--- src/design/tac_pkg.sv ---
// Shared types, constants and widths for the thermistor averaging block.
// No dependencies.
`default_nettype none
package tac_pkg;
  localparam int NUM_CHANNELS_DEF = 5;
  localparam int SAMPLES_PER_CHANNEL_DEF = 10;
  localparam int SUM_W = 16;
  localparam int ADC_W = 12;
  localparam int TEMP_W = 15;
  localparam int CH_W = 3;
  localparam logic [ADC_W-1:0] ADC_FULL = 12'd4095;
  localparam logic [63:0] LN2_Q30 = 64'd744261118;
  localparam logic [63:0] INV_T0_Q40 = ((64'd1 << 40) * 64'd100 + 64'd14907) / 64'd29815;
  localparam logic signed [TEMP_W-1:0] T_LOW = -15'sd4370;
  localparam logic signed [TEMP_W-1:0] T_HIGH = 15'sd12000;
  localparam logic [1:0] REG_SERIES = 2'd0;
  localparam logic [1:0] REG_NOMINAL = 2'd1;
  localparam logic [1:0] REG_BETA = 2'd2;

  typedef struct packed {
    logic [CH_W-1:0]  ch;
    logic [ADC_W-1:0] avg;
    logic             last;
  } job_t;
endpackage
`default_nettype wire

--- src/design/tac_front.sv ---
// Front part: accumulates per-channel sums and emits one job per channel per frame.
// Depends on tac_pkg.
`default_nettype none
module tac_front import tac_pkg::*; #(
  parameter int NUM_CHANNELS = NUM_CHANNELS_DEF,
  parameter int SAMPLES_PER_CHANNEL = SAMPLES_PER_CHANNEL_DEF
) (
  input  wire logic             clk,
  input  wire logic             rst_n,
  input  wire logic             in_valid,
  output logic                  in_ready,
  input  wire logic [ADC_W-1:0] sample,
  input  wire logic             frame_start,
  output logic                  job_valid,
  input  wire logic             job_ready,
  output job_t                  job
);
  localparam int FRAME_LEN = NUM_CHANNELS * SAMPLES_PER_CHANNEL;
  localparam int POS_W = $clog2(FRAME_LEN + 1);
  localparam int CI_W = (NUM_CHANNELS > 1) ? $clog2(NUM_CHANNELS) : 1;
  localparam int RECIP_SH = 20;
  localparam logic [20:0] AVG_RECIP =
    21'(((1 << RECIP_SH) + SAMPLES_PER_CHANNEL - 1) / SAMPLES_PER_CHANNEL);

  logic [SUM_W-1:0] sums_r [NUM_CHANNELS];
  logic [POS_W-1:0] pos_r;
  logic [CI_W-1:0]  ch_r;
  logic             emit_r;
  logic [CI_W-1:0]  ech_r;
  logic [SUM_W-1:0] cur_sum;
  logic [36:0]      avg_prod;
  logic [SUM_W-1:0] avg_full;

  assign in_ready = !emit_r;
  // divide by the sample count through a reciprocal multiply
  assign avg_prod = sums_r[ech_r] * AVG_RECIP;
  assign avg_full = avg_prod[RECIP_SH +: SUM_W];
  assign cur_sum = frame_start ? '0 : sums_r[ch_r];
  assign job_valid = emit_r;
  always_comb begin
    job.ch = CH_W'(ech_r);
    job.avg = avg_full[ADC_W-1:0];
    job.last = (ech_r == CI_W'(NUM_CHANNELS - 1));
  end

  always_ff @(posedge clk) begin
    if (!rst_n) begin
      pos_r <= '0;
      ch_r <= '0;
      emit_r <= 1'b0;
      ech_r <= '0;
      for (int i = 0; i < NUM_CHANNELS; i++) sums_r[i] <= '0;
    end else if (emit_r) begin
      if (job_ready) begin
        if (ech_r == CI_W'(NUM_CHANNELS - 1)) begin
          emit_r <= 1'b0;
          for (int i = 0; i < NUM_CHANNELS; i++) sums_r[i] <= '0;
        end
        ech_r <= ech_r + 1'b1;
      end
    end else if (in_valid) begin
      if (frame_start) begin
        for (int i = 0; i < NUM_CHANNELS; i++) sums_r[i] <= (i == 0) ? SUM_W'(sample) : '0;
        ch_r <= (NUM_CHANNELS == 1) ? '0 : CI_W'(1);
        pos_r <= (FRAME_LEN == 1) ? '0 : POS_W'(1);
        emit_r <= (FRAME_LEN == 1);
        ech_r <= '0;
      end else begin
        sums_r[ch_r] <= cur_sum + SUM_W'(sample);
        ch_r <= (ch_r == CI_W'(NUM_CHANNELS - 1)) ? '0 : ch_r + 1'b1;
        if (pos_r == POS_W'(FRAME_LEN - 1)) begin
          emit_r <= 1'b1;
          ech_r <= '0;
          pos_r <= '0;
        end else begin
          pos_r <= pos_r + 1'b1;
        end
      end
    end
  end
endmodule
`default_nettype wire

--- config.mk ---
export PLATFORM = sky130hd
export DESIGN_NAME = tac_front
export DESIGN_NICKNAME = d
export VERILOG_FILES = /design/src/design/tac_pkg.sv /design/src/design/tac_front.sv
export SDC_FILE = /design/constraint.sdc
export NUM_CORES = 1
export LEC_CHECK = 0
export BUFFER_PORTS_ARGS = -buffer_cell sky130_fd_sc_hd__buf_2
export CAP_MARGIN = 10
export CORE_UTILIZATION = 40
export DETAILED_ROUTE_END_ITERATION = 6
export GPL_ROUTABILITY_DRIVEN = 1
export MAX_ROUTING_LAYER = met4
export PLACE_DENSITY = 0.59
export SLEW_MARGIN = 30
export SYNTH_ARGS = -nofsm -noshare
export SYNTH_HDL_FRONTEND = slang
export SYNTH_SLANG_ARGS = --single-unit
--- constraint.sdc ---
create_clock -name clk -period 11.8 [get_ports clk]
set_clock_uncertainty 0.2 [all_clocks]
set_input_delay 2.36 -clock clk [delete_from_list [all_inputs] [get_ports clk]]
set_output_delay 2.36 -clock clk [all_outputs]
set_load 0.02 [all_outputs]
==> results.json <==
{
  "maxSlewViolCount": 0,
  "synth.largest_area_cell": "edfxtp_1",
  "ant_nets": 0,
  "startpoint_type": "flop",
  "criticalPathCategory": "flop to primary output",
  "cts_resized": 0,
  "grt_antenna_before_repair": 0,
  "num-fill-cells": 2859,
  "synthTopCellsByArea": "edfxtp_1, ha_1, fa_1, mux4_2, inv_1",
  "yosysTopAreaCellShare_pct": 31.0,
  "synthAdderAreaFrac_pct": 27.3,
  "syn_area_per_cell_um2": 11.5,
  "peakVddDrop_uv": 343,
  "path_clk_slew_ns": 0.06,
  "p_leak_uw": 0.00599,
  "maxSlewHeadroom_pct": 33.2,
  "synth_nets": 1313,
  "hpwl_um": 21500,
  "nets": 1341,
  "multi_input_area_um2": 7330,
  "drtIter0Drc": 484,
  "worstPathRequired_ns": 9.24,
  "synth_top_family_by_area": "adder cells",
  "synthMuxAreaShare_pct": 14.3,
  "grt_overflow": 0,
  "gp_congestion": 0.890,
  "grt_util_all_layers_pct": 19.8,
  "ys_ff_latch": 147,
  "io_buffers": 34,
  "drc_errors": 0,
  "synth_xor_area_share_pct": 2.41,
  "yosys.cell_types.count": 62,
  "synth_edf_count": 128,
  "synth-compound-area-share_pct": 6.29,
  "crit_path_frequent_cell": "fa_1",
  "critPathMaxStageDelay_ns": 0.68,
  "slowest_stage": "dfxtp_2",
  "drive_above_1_share_pct": 14.5,
  "min_from": "pos_r[4]$_SDFFE_PN0P_",
  "clk_latency_ns": 0.42,
  "cp_cell_sequence": "buf_4 -> mux4_2 -> mux2i_1 -> inv_1 -> ha_1 -> xor2_1 -> ha_1 -> a21o_1 -> fa_1 -> fa_1 -> fa_1 -> inv_1 -> fa_1 -> inv_1 -> ha_1 -> and4_1 -> nor2b_1 -> or4b_2 -> o2111ai_1 -> nor4_1 -> a211oi_1 -> buf_2",
  "yosys.area_share.simple_pct": 8.74,
  "grt_pass1_wl_um": 45500,
  "htreeDepth": 4,
  "stdcell_count": 1510,
  "antenna_cells": 0,
  "synthCells": 1073,
  "setup.worst_path.end_class": "primary output",
  "clkSinkCount": 147,
  "maxCapViolations": 0,
  "crit_arrival_ns": 7.40,
  "drtPass1Iterations": 5,
  "die_h_um": 178,
  "cts_tree": "done",
  "wl_um": 29000,
  "crit_fanout": 20,
  "first_global_vias": 8299,
  "ys_seq_area_share_pct": 34.1,
  "yosys_warnings": 0,
  "post_cts_buffers": 0,
  "area_growth_pct": 9.88,
  "rsz0062_at_grt": "no",
  "async_flop_share_pct": 0,
  "vias": 8050,
  "coreArea_um2": 30500,
  "syn_area_um2": 12400,
  "synthFlopType": "edfxtp_1",
  "hold_buffers": 0,
  "cts_made_buffers": 17,
  "worst_hold_path_type": "flop to flop",
  "die_x_um": 178,
  "fin_setup_tns_ns": 0,
  "crit_family": "adder cells",
  "routedWlPerCell_um": 19.2,
  "setup_viol": 0,
  "timing.final.crit_share_pct": 84.4,
  "grt_max_degree": 33,
  "status": "completed",
  "fmax_mhz": 100,
  "path_buf_inv": 5,
  "register_area_um2": 4230,
  "cts-root-buf": "clkbuf_16",
  "avgViaCountPerCell": 5.33,
  "worst_pin_slew_ns": 0.999,
  "ios": 35,
  "finalCriticalPeriod_ns": 9.96,
  "rows": 64,
  "initial_core_util_pct": 40.6,
  "hold_viol": 0,
  "dieArea_um2": 31700,
  "dp.cells": 1478,
  "cts_max_path_buffers": 2,
  "power_density_nw_per_um2": 218
}
## cell usage after synthesis (5+ instances only)
library cell,count
a21o_1,13
mux4_2,61
a31oi_1,5
o21a_1,6
edfxtp_1,128
ha_1,144
buf_2,7
o21ai_1,14
a21oi_1,28
nor2b_1,10
mux2_2,8
and2_1,8
nand2b_1,8
o21ai_0,25
fa_1,79
nor2_1,111
xnor2_1,19
a211oi_1,6
and3_1,9
xor2_1,15
dfxtp_1,19
nand3_1,14
inv_1,184
clkbuf_1,24
mux2i_1,21
nor3_1,6
nand2_1,43
## flip-flops by register name, summed over array words and instances (netlist names), named ones only
register / flops
sums_r: 128
pos_r: 6
ch_r: 3
ech_r: 3
job_valid: 1
## cells in the final DEF (no fill, tap or decap), types with 13 or more instances in the layout
master / synthesis / final
o21ai_0: 25 / 25
nand3_1: 14 / 13
dfxtp_1: 19 / 16
mux2i_1: 21 / 21
ha_1: 144 / 144
buf_2: 7 / 34
a21oi_1: 28 / 28
xor2_1: 15 / 15
fa_1: 79 / 79
clkbuf_16: 0 / 17
o21ai_1: 14 / 14
nand2_1: 43 / 40
a21o_1: 13 / 13
edfxtp_1: 128 / 128
inv_1: 184 / 184
xnor2_1: 19 / 19
nor2_1: 111 / 111
mux4_2: 61 / 61
## report_power, final
| part | internal [uW] | total (uW) | leakage [uW] | switching, uW |
|---|---|---|---|---|
| clock | 335 | 552 | 0.000293 | 217 |
| sequential | 591 | 601 | 0.00145 | 9.15 |
| combinational | 726 | 1810 | 0.00425 | 1090 |
| total | 1650 | 2970 | 0.00599 | 1310 |
## area by class of cell
cell class	instances	share of cell area, %
repair buffers	44	1.80
clock inverters	14	1.30
well taps	396	3.64
clock buffers	18	3.15
multi-input cells	706	53.9
inverters	185	5.10
flip-flops and latches	147	31.1
## per-stage QoR
step	cell area (um^2)	worst slack, ns	utilization [%]	total power, uW	hold slack [ns]
3_3_place_gp	13000	1.94	42.5	2420	0.345
6_report	13600	1.84	44.6	2970	0.362
2_1_floorplan	12400	2.30	-	1960	0.314
4_1_cts	13600	1.41	44.6	2990	0.370
3_5_place_dp	13000	1.88	42.6	2430	0.349
5_1_grt	13600	1.55	44.6	3250	0.399
## routing by layer
layer  track usage, %  vias up  wire, um
met1             25.2     4014     12700
met5                -        -         0
li1                 -     3811         -
met4             5.31        0       454
met3             1.74       38       999
met2             34.0      187     14800
## tightest hold or removal path, cell delays in order, from the launching register on
cell     delay, ns
dfxtp_1       0.38
xor2_1        0.08
nor2_1        0.07
## cell families after synthesis
| kind of cell | after synthesis |
|---|---|
| AOI/OAI and AO/OA | 122 |
| xor gates and xnor gates | 34 |
| adders and majority gates | 223 |
| buffers and inverters | 220 |
| DFF | 147 |
| muxes | 94 |
| and+or+nand+nor | 233 |
## path summary, 6_finish.rpt
check | end | slack [ns] | cells after the start
setup / recovery | job[9] | 1.84 | 22
hold / removal | pos_r[4]$_SDFFE_PN0P_ | 0.36 | 2
setup reg to reg | sums_r[6][11]$_DFFE_PP_ | 7.12 | 13
hold reg to reg | pos_r[4]$_SDFFE_PN0P_ | 0.36 | 2
Power figures use the tool's default switching activity.
