<file path="src/design/tac_pkg.sv">
// Shared types, constants and widths for the thermistor averaging block.
// No dependencies.
`default_nettype none
package tac_pkg;
  localparam int NUM_CHANNELS_DEF = 5;
  localparam int SAMPLES_PER_CHANNEL_DEF = 10;
  localparam int SUM_W = 16;
  localparam int ADC_W = 12;
  localparam int TEMP_W = 15;
  localparam int CH_W = 3;
  localparam logic [ADC_W-1:0] ADC_FULL = 12'd4095;
  localparam logic [63:0] LN2_Q30 = 64'd744261118;
  localparam logic [63:0] INV_T0_Q40 = ((64'd1 << 40) * 64'd100 + 64'd14907) / 64'd29815;
  localparam logic signed [TEMP_W-1:0] T_LOW = -15'sd4370;
  localparam logic signed [TEMP_W-1:0] T_HIGH = 15'sd12000;
  localparam logic [1:0] REG_SERIES = 2'd0;
  localparam logic [1:0] REG_NOMINAL = 2'd1;
  localparam logic [1:0] REG_BETA = 2'd2;

  typedef struct packed {
    logic [CH_W-1:0]  ch;
    logic [ADC_W-1:0] avg;
    logic             last;
  } job_t;
endpackage
`default_nettype wire

</file>
<file path="src/design/tac_fifo.sv">
// Short job queue between front and back parts.
// Depends on tac_pkg.
`default_nettype none
module tac_fifo import tac_pkg::*; (
  input  wire logic clk,
  input  wire logic rst_n,
  input  wire logic wr_valid,
  output logic      wr_ready,
  input  job_t      wr_data,
  output logic      rd_valid,
  input  wire logic rd_ready,
  output job_t      rd_data
);
  job_t        mem_r [4];
  logic [1:0]  wp_r, rp_r;
  logic [2:0]  cnt_r;
  logic        wr, rd;

  assign wr_ready = (cnt_r != 3'd4);
  assign rd_valid = (cnt_r != 3'd0);
  assign rd_data = mem_r[rp_r];
  assign wr = wr_valid && wr_ready;
  assign rd = rd_valid && rd_ready;

  always_ff @(posedge clk) begin
    if (wr) mem_r[wp_r] <= wr_data;
    if (!rst_n) begin
      wp_r <= '0;
      rp_r <= '0;
      cnt_r <= '0;
    end else begin
      if (wr) wp_r <= wp_r + 1'b1;
      if (rd) rp_r <= rp_r + 1'b1;
      cnt_r <= cnt_r + {2'b0, wr} - {2'b0, rd};
    end
  end

  a_cnt: assert property (@(posedge clk) disable iff (!rst_n) cnt_r <= 3'd4)
    else $error("queue count overflow");
  a_full: assert property (@(posedge clk) disable iff (!rst_n)
    (cnt_r == 3'd4 && !rd) |=> cnt_r == 3'd4) else $error("full queue lost entry");
  a_empty: assert property (@(posedge clk) disable iff (!rst_n)
    (cnt_r == 3'd0 && !wr) |=> cnt_r == 3'd0) else $error("empty queue gained entry");
endmodule
`default_nettype wire

</file>
<file path="config.mk">
export PLATFORM = sky130hd
export DESIGN_NAME = tac_fifo
export DESIGN_NICKNAME = d
export VERILOG_FILES = /design/src/design/tac_pkg.sv /design/src/design/tac_fifo.sv
export SDC_FILE = /design/constraint.sdc
export NUM_CORES = 1
export LEC_CHECK = 0
export BUFFER_PORTS_ARGS = -buffer_cell sky130_fd_sc_hd__buf_2
export CORE_AREA = 2 2 100 63
export CTS_CLUSTER_SIZE = 10
export DETAILED_ROUTE_END_ITERATION = 12
export DIE_AREA = 0 0 102 65
export GPL_TIMING_DRIVEN = 0
export MAX_ROUTING_LAYER = met4
export PLACE_DENSITY = 0.73
export RECOVER_POWER = 100
export SYNTH_ARGS = -nofsm -noshare
export SYNTH_HDL_FRONTEND = slang
export SYNTH_SLANG_ARGS = --single-unit
export TNS_END_PERCENT = 50
</file>
<file path="constraint.sdc">
create_clock -name clk -period 2.33 [get_ports clk]
set_clock_uncertainty 0.05 [all_clocks]
set_input_delay 0.466 -clock clk [delete_from_list [all_inputs] [get_ports clk]]
set_output_delay 0.466 -clock clk [all_outputs]
set_load 0.02 [all_outputs]
</file>
==> impl_metrics.yaml, run 1 <==
logic_synthesis:
  synth_cells: 132
  syn_avg_cell_area_um2: 21.4
  synth.area.top_cells: "edfxtp_1, mux4_2, dfxtp_1, mux4_1, ha_1"
  netlist.area_leader.share_pct: 68.0
  yosysWarnings: 0
  yosysSeqAreaShare_pct: 74.4
  synth_cell_types: 21
  netlist_area_mm2: 0.00283
  ys_ff_latch: 73
  synth_nets: 159
  yosys.area.top_type: "edfxtp_1"
worst_setup_path:
  worstPathArrival_ns: 1.68
  crit_chain: "clkbuf_2 > clkbuf_2 > mux4_2 > clkbuf_2"
  cp_slowest_cell: "mux4_2"
  cp_top_family: "buffers and inverters"
  reg2reg_from: "cnt_r[1]"
  path_class: "flop to primary output"
  cpMostUsedCell: "clkbuf_2"
  max_stage_delay_ns: 0.36
  critPathCaptureType: "primary output"
  critPathBufInv: 3
  cp-start-kind: "flop"
  required_ns: 1.81
  path_max_fanout: 10
drt:
  detail-route-antenna-nets: 0
  drt-wirelength-per-cell_um: 16.0
  num_vias: 1331
  vias_per_cell: 4.95
  drcViolationCount: 0
  drt_iter0_markers: 60
  firstDrtPassIters: 4
  routed_wirelength_mm: 4.31
power_and_ir_drop:
  clockPowerShare_pct: 28.4
  pwr-share-comb_pct: 25.9
  sw_frac_of_total_pct: 28.4
  p_leak_nw: 1.10
  ir_drop_mv: 0.444
  switchingPower_w: 0.00104
  pwr_density_cell_mw_per_mm2: 1110
  seq_power_share_pct: 45.7
  internal_power_w: 0.00263
run:
  cap_violations: 0
die:
  die-area_mm2: 0.00663
  core_mm2: 0.00584
  ios: 38
  die_w_um: 102
  rows: 22
  start_util_pct: 48.4
  die_h_um: 65
sta:
  hold_viol_final: 0
  slew_violations: 0
  worst_pin_slew_ns: 0.858
  timing.final.crit_share_pct: 94.1
  rsz0062_at_grt: "false"
  setup_violations: 0
  relSlewSlack_pct: 42.8
  finalCriticalPeriod_ns: 2.19
  fmax_mhz: 456
final_layout:
  fin_area_mm2: 0.00330
  post-route-util_pct: 56.6
  diodes: 0
  syn_to_final_growth_pct: 16.9
  layout_commonest_cell: "edfxtp_1"
  drive_gt1_share_pct: 24.9
  layout_common_cells: "edfxtp_1, clkbuf_1, clkbuf_2, mux4_2, clkbuf_8"
  final_nets: 207
clocking:
  numCtsBuffers: 9
  cts.sinks: 73
  cts_buffer_depth: 2
  clock_latency_ns: 0.34
  h-tree-depth: 3
  clk_root_buffer_cell: "clkbuf_8"
  cts_tree: "yes"
  clkTransAtPathRegs_ns: 0.07
min_path:
  worstHoldStart: "wr_data[14]"
  holdCritPathClass: "input pin to flop"
placement:
  place.port_buffers: 36
  placed_area_mm2: 0.00311
  dp_hpwl_mm: 2.92
  gp_congestion: 0.721
global_route:
  grt_max_degree: 17
  grt_pass1_vias: 1393
  grt_pass1_wl_mm: 6.70
  overflow: 0
  antenna_found_initial: 0
  grt_usage_pct: 14.9
outcome:
  status: "finished clean"
==> power groups by stage <==
stage | clock [W] | sequential, W | combinational, W
2_1_floorplan | 0 | 0.00168 | 0.000734
3_3_place_gp | 0 | 0.00169 | 0.000961
3_5_place_dp | 0 | 0.00171 | 0.000985
4_1_cts | 0.00107 | 0.00168 | 0.000994
5_1_grt | 0.00113 | 0.00170 | 0.00104
6_report | 0.00104 | 0.00168 | 0.000950
==> stage by stage <==
step,hold WS (ns),total power [W],worst slack (ns),std cells,setup TNS [ns]
after floorplan,0.418,0.00242,0.0611,132,0
after global placement,0.427,0.00265,-0.0223,252,-0.0223
after detailed placement,0.457,0.00269,-0.143,252,-0.143
after CTS,0.274,0.00374,0.0385,269,0
after global routing,0.331,0.00387,0.0147,269,0
final,0.336,0.00367,0.138,269,0
==> flip-flops by register name, indices dropped and copies added, names as in the netlist, named ones only <==
name / cells
cnt_r: 3
mem_r: 64
rp_r: 2
wp_r: 2
==> cell families (layout without fill, tap and decap cells) <==
group	after synthesis	in the layout	share of synthesized area (%)
flops	73	73	74.4
mux	18	18	14.3
compound gates	3	3	1.28
fa+ha+maj	7	7	3.36
xor+xnor	4	4	1.24
simple gates	17	17	3.23
buf+inv	10	63	2.26
==> path summary, 6_finish.rpt <==
check | to | slack [ns] | depth (start not counted)
worst max-delay path | rd_data[8] | 0.14 | 4
worst min-delay path | mem_r[1][14] | 0.34 | 1
worst max register to register | cnt_r[2] | 0.16 | 9
worst min register to register | wp_r[0] | 0.47 | 2
==> synthesized netlist by cell type <==
cell	n
a21boi_2	1
and2_1	7
buf_12	1
buf_2	2
buf_6	1
clkbuf_1	1
dfxtp_1	9
edfxtp_1	64
fa_1	1
ha_1	6
inv_1	5
mux2i_1	2
mux4_1	6
mux4_2	10
nand2_1	5
nor2_1	1
nor2b_1	3
o311ai_2	1
o31a_1	1
or3_1	1
xnor2_1	4
==> repair_timing <==
action                     in CTS  in global routing
pin swaps                       1                  0
resized for setup               0                  3
hold buffers                    0                  0
setup endpoints to repair       1                  1
cloned                          0                  0
buffers inserted                1                  0
==> layout make-up <==
class | count | area, µm²
clock buffer | 9 | 124
timing repair buffer | 37 | 155
inverter | 5 | 18.8
sequential | 73 | 2110
clock inverter | 7 | 95.1
buffer | 5 | 45.0
tap | 84 | 105
fill | 461 | 2530
multi-input combinational | 49 | 653
==> routing by layer <==
layer | vias up | GRT usage (%) | routed length [µm] | share of wire [%]
met5 | - | - | 0 | 0
met4 | 0 | 5.33 | 47 | 1.1
met3 | 7 | 5.83 | 221 | 5.1
met2 | 31 | 24.6 | 2240 | 52
met1 | 676 | 16.7 | 1800 | 42
li1 | 617 | - | - | -
Power figures use the tool's default switching activity.
==> run 2: changes to the inputs <==
--- a/config.mk
+++ b/config.mk
@@ -6,13 +6,13 @@
 export NUM_CORES = 1
 export LEC_CHECK = 0
 export BUFFER_PORTS_ARGS = -buffer_cell sky130_fd_sc_hd__buf_2
-export CORE_AREA = 2 2 100 63
+export CORE_AREA = 2 2 96 61
 export CTS_CLUSTER_SIZE = 10
 export DETAILED_ROUTE_END_ITERATION = 12
-export DIE_AREA = 0 0 102 65
+export DIE_AREA = 0 0 98 63
 export GPL_TIMING_DRIVEN = 0
 export MAX_ROUTING_LAYER = met4
-export PLACE_DENSITY = 0.73
+export PLACE_DENSITY = 0.75
 export RECOVER_POWER = 100
 export SYNTH_ARGS = -nofsm -noshare
 export SYNTH_HDL_FRONTEND = slang
==> constraint.sdc (replaced) <==
create_clock -name clk -period 2.5 [get_ports clk]
set_clock_uncertainty 0.05 [all_clocks]
set_input_delay 0.5 -clock clk [delete_from_list [all_inputs] [get_ports clk]]
set_output_delay 0.5 -clock clk [all_outputs]
set_load 0.02 [all_outputs]
==> impl_metrics.yaml, run 2 (synthesis gave the netlist of run 1 again) <==
drt:
  routed_wirelength_mm: 4.43
  drcViolationCount: 0
  firstDrtPassIters: 4
  drt_iter0_markers: 84
  drt-wirelength-per-cell_um: 17.5
  num_vias: 1333
  detail-route-antenna-nets: 0
  vias_per_cell: 5.27
power_and_ir_drop:
  pwr_density_cell_mw_per_mm2: 1040
  p_total_w: 0.00339
  clockPowerShare_pct: 27.8
  internal_power_w: 0.00243
  pwr-share-comb_pct: 26.2
  p_leak_nw: 1.10
  switchingPower_w: 0.000959
  seq_power_share_pct: 46.0
  ir_drop_mv: 0.492
  sw_frac_of_total_pct: 28.3
final_layout:
  final_nets: 207
  regMostFlops: "mem_r"
  syn_to_final_growth_pct: 15.4
  nFillCells: 391
  reg_top3: "mem_r x64, cnt_r x3"
  diodes: 0
  layout_commonest_cell: "edfxtp_1"
  layout_common_cells: "edfxtp_1, clkbuf_1, clkbuf_2, mux4_2"
  largest_reg_flops: 64
  drive_gt1_share_pct: 22.8
worst_setup_path:
  required_ns: 1.95
  worstPathArrival_ns: 1.78
  critPathCaptureType: "primary output"
  critPathCapture: "rd_data[9]"
  r2r-end: "cnt_r[2]"
  path_max_fanout: 10
  rrSetupSlack_ns: 0.22
  cp-start-kind: "flop"
  rr_worst_depth: 11
  reg2reg_from: "cnt_r[1]"
  path_class: "flop to primary output"
clocking:
  h-tree-depth: 3
  cts_buffer_depth: 2
  hold_buffers: 0
  cts_tree: "yes"
  clk_root_buffer_cell: "clkbuf_8"
  clkTransAtPathRegs_ns: 0.07
  cts.sinks: 73
  ctsResizeCount: 0
  numCtsBuffers: 9
  clock_latency_ns: 0.33
global_route:
  overflow: 0
  grt_pass1_vias: 1428
  antenna_found_initial: 0
  grt_usage_pct: 16.9
  grt_pass1_wl_mm: 7.30
  grt_max_degree: 17
min_path:
  holdCritPathClass: "input pin to flop"
die:
  die-area_mm2: 0.00617
  die_w_um: 98
  rows: 21
  ios: 38
  start_util_pct: 53.0
  core_mm2: 0.00533
  die_h_um: 63
sta:
  rsz0062_at_grt: "false"
  relSlewSlack_pct: 42.3
  timing.final.crit_share_pct: 93.2
  hold_viol_final: 0
  worst_pin_slew_ns: 0.865
  setup_violations: 0
  tns_ns: 0
  slew_violations: 0
  finalCriticalPeriod_ns: 2.33
  fmax_mhz: 429
outcome:
  status: "finished clean"
placement:
  dp_hpwl_mm: 3.00
  gp_congestion: 0.714
  place.port_buffers: 36
run:
  cap_violations: 0
-- run 2: worst min-delay path by stage --
stage               start          end  slack [ns]  cells after the start
6_report       wr_data[9]  mem_r[2][9]        0.37                      1
3_5_place_dp      wp_r[1]      wp_r[1]        0.45                      2
3_3_place_gp      wp_r[1]      wp_r[1]        0.43                      2
5_1_grt        wr_data[1]  mem_r[0][1]        0.37                      1
2_1_floorplan     wp_r[1]      wp_r[1]        0.42                      2
4_1_cts        wr_data[2]  mem_r[0][2]        0.32                      1
-- run 2: worst max-delay path, cell delays in order, from the launching register on --
cell and delay (ns):
dfxtp_1 0.31, clkbuf_2 0.25, buf_12 0.19, mux4_2 0.51, clkbuf_2 0.17
-- run 2: metal layers --
metal / track usage (%) / share of wire [%]
met1: 18.7 / 40
met2: 28.9 / 54
met3: 6.71 / 5.7
met4: 4.69 / 0.95
met5: - / 0
-- run 2: what timing repair did --
action | in CTS | in global routing
endpoints found under the setup margin | 1 | 0
endpoints found under the hold margin | 0 | 0
buffers inserted | 1 | 0
-- run 2: area by class of cell --
type | count | area, µm² | share of cell area (%)
Timing Repair Buffer | 37 | 155 | 4.75
Tap cell | 69 | 86.3 | 2.65
Sequential cell | 73 | 2100 | 64.4
Buffer | 5 | 38.8 | 1.19
Clock inverter | 5 | 81.3 | 2.49
Clock buffer | 10 | 128 | 3.91
Multi-Input combinational cell | 49 | 653 | 20.0
Inverter | 5 | 18.8 | 0.575
-- run 2: metrics by stage --
step | hold slack, ns | setup slack, ns | area, µm² | instances | util, %
2_1_floorplan | 0.418 | 0.231 | 2830 | 132 | -
4_1_cts | 0.318 | 0.199 | 3310 | 253 | 62.0
6_report | 0.370 | 0.171 | 3260 | 253 | 61.2
5_1_grt | 0.369 | 0.0638 | 3260 | 253 | 61.2
3_5_place_dp | 0.448 | 0.0189 | 3090 | 237 | 58.0
3_3_place_gp | 0.428 | 0.133 | 3090 | 237 | 58.0
-- run 2: power groups by stage --
stage	sequential (W)	combinational, W	clock [W]
detailed placement	0.00160	0.000931	0
finish	0.00156	0.000886	0.000943
global placement	0.00158	0.000891	0
floorplan	0.00157	0.000684	0
global route	0.00158	0.000975	0.00102
CTS	0.00157	0.000939	0.000964
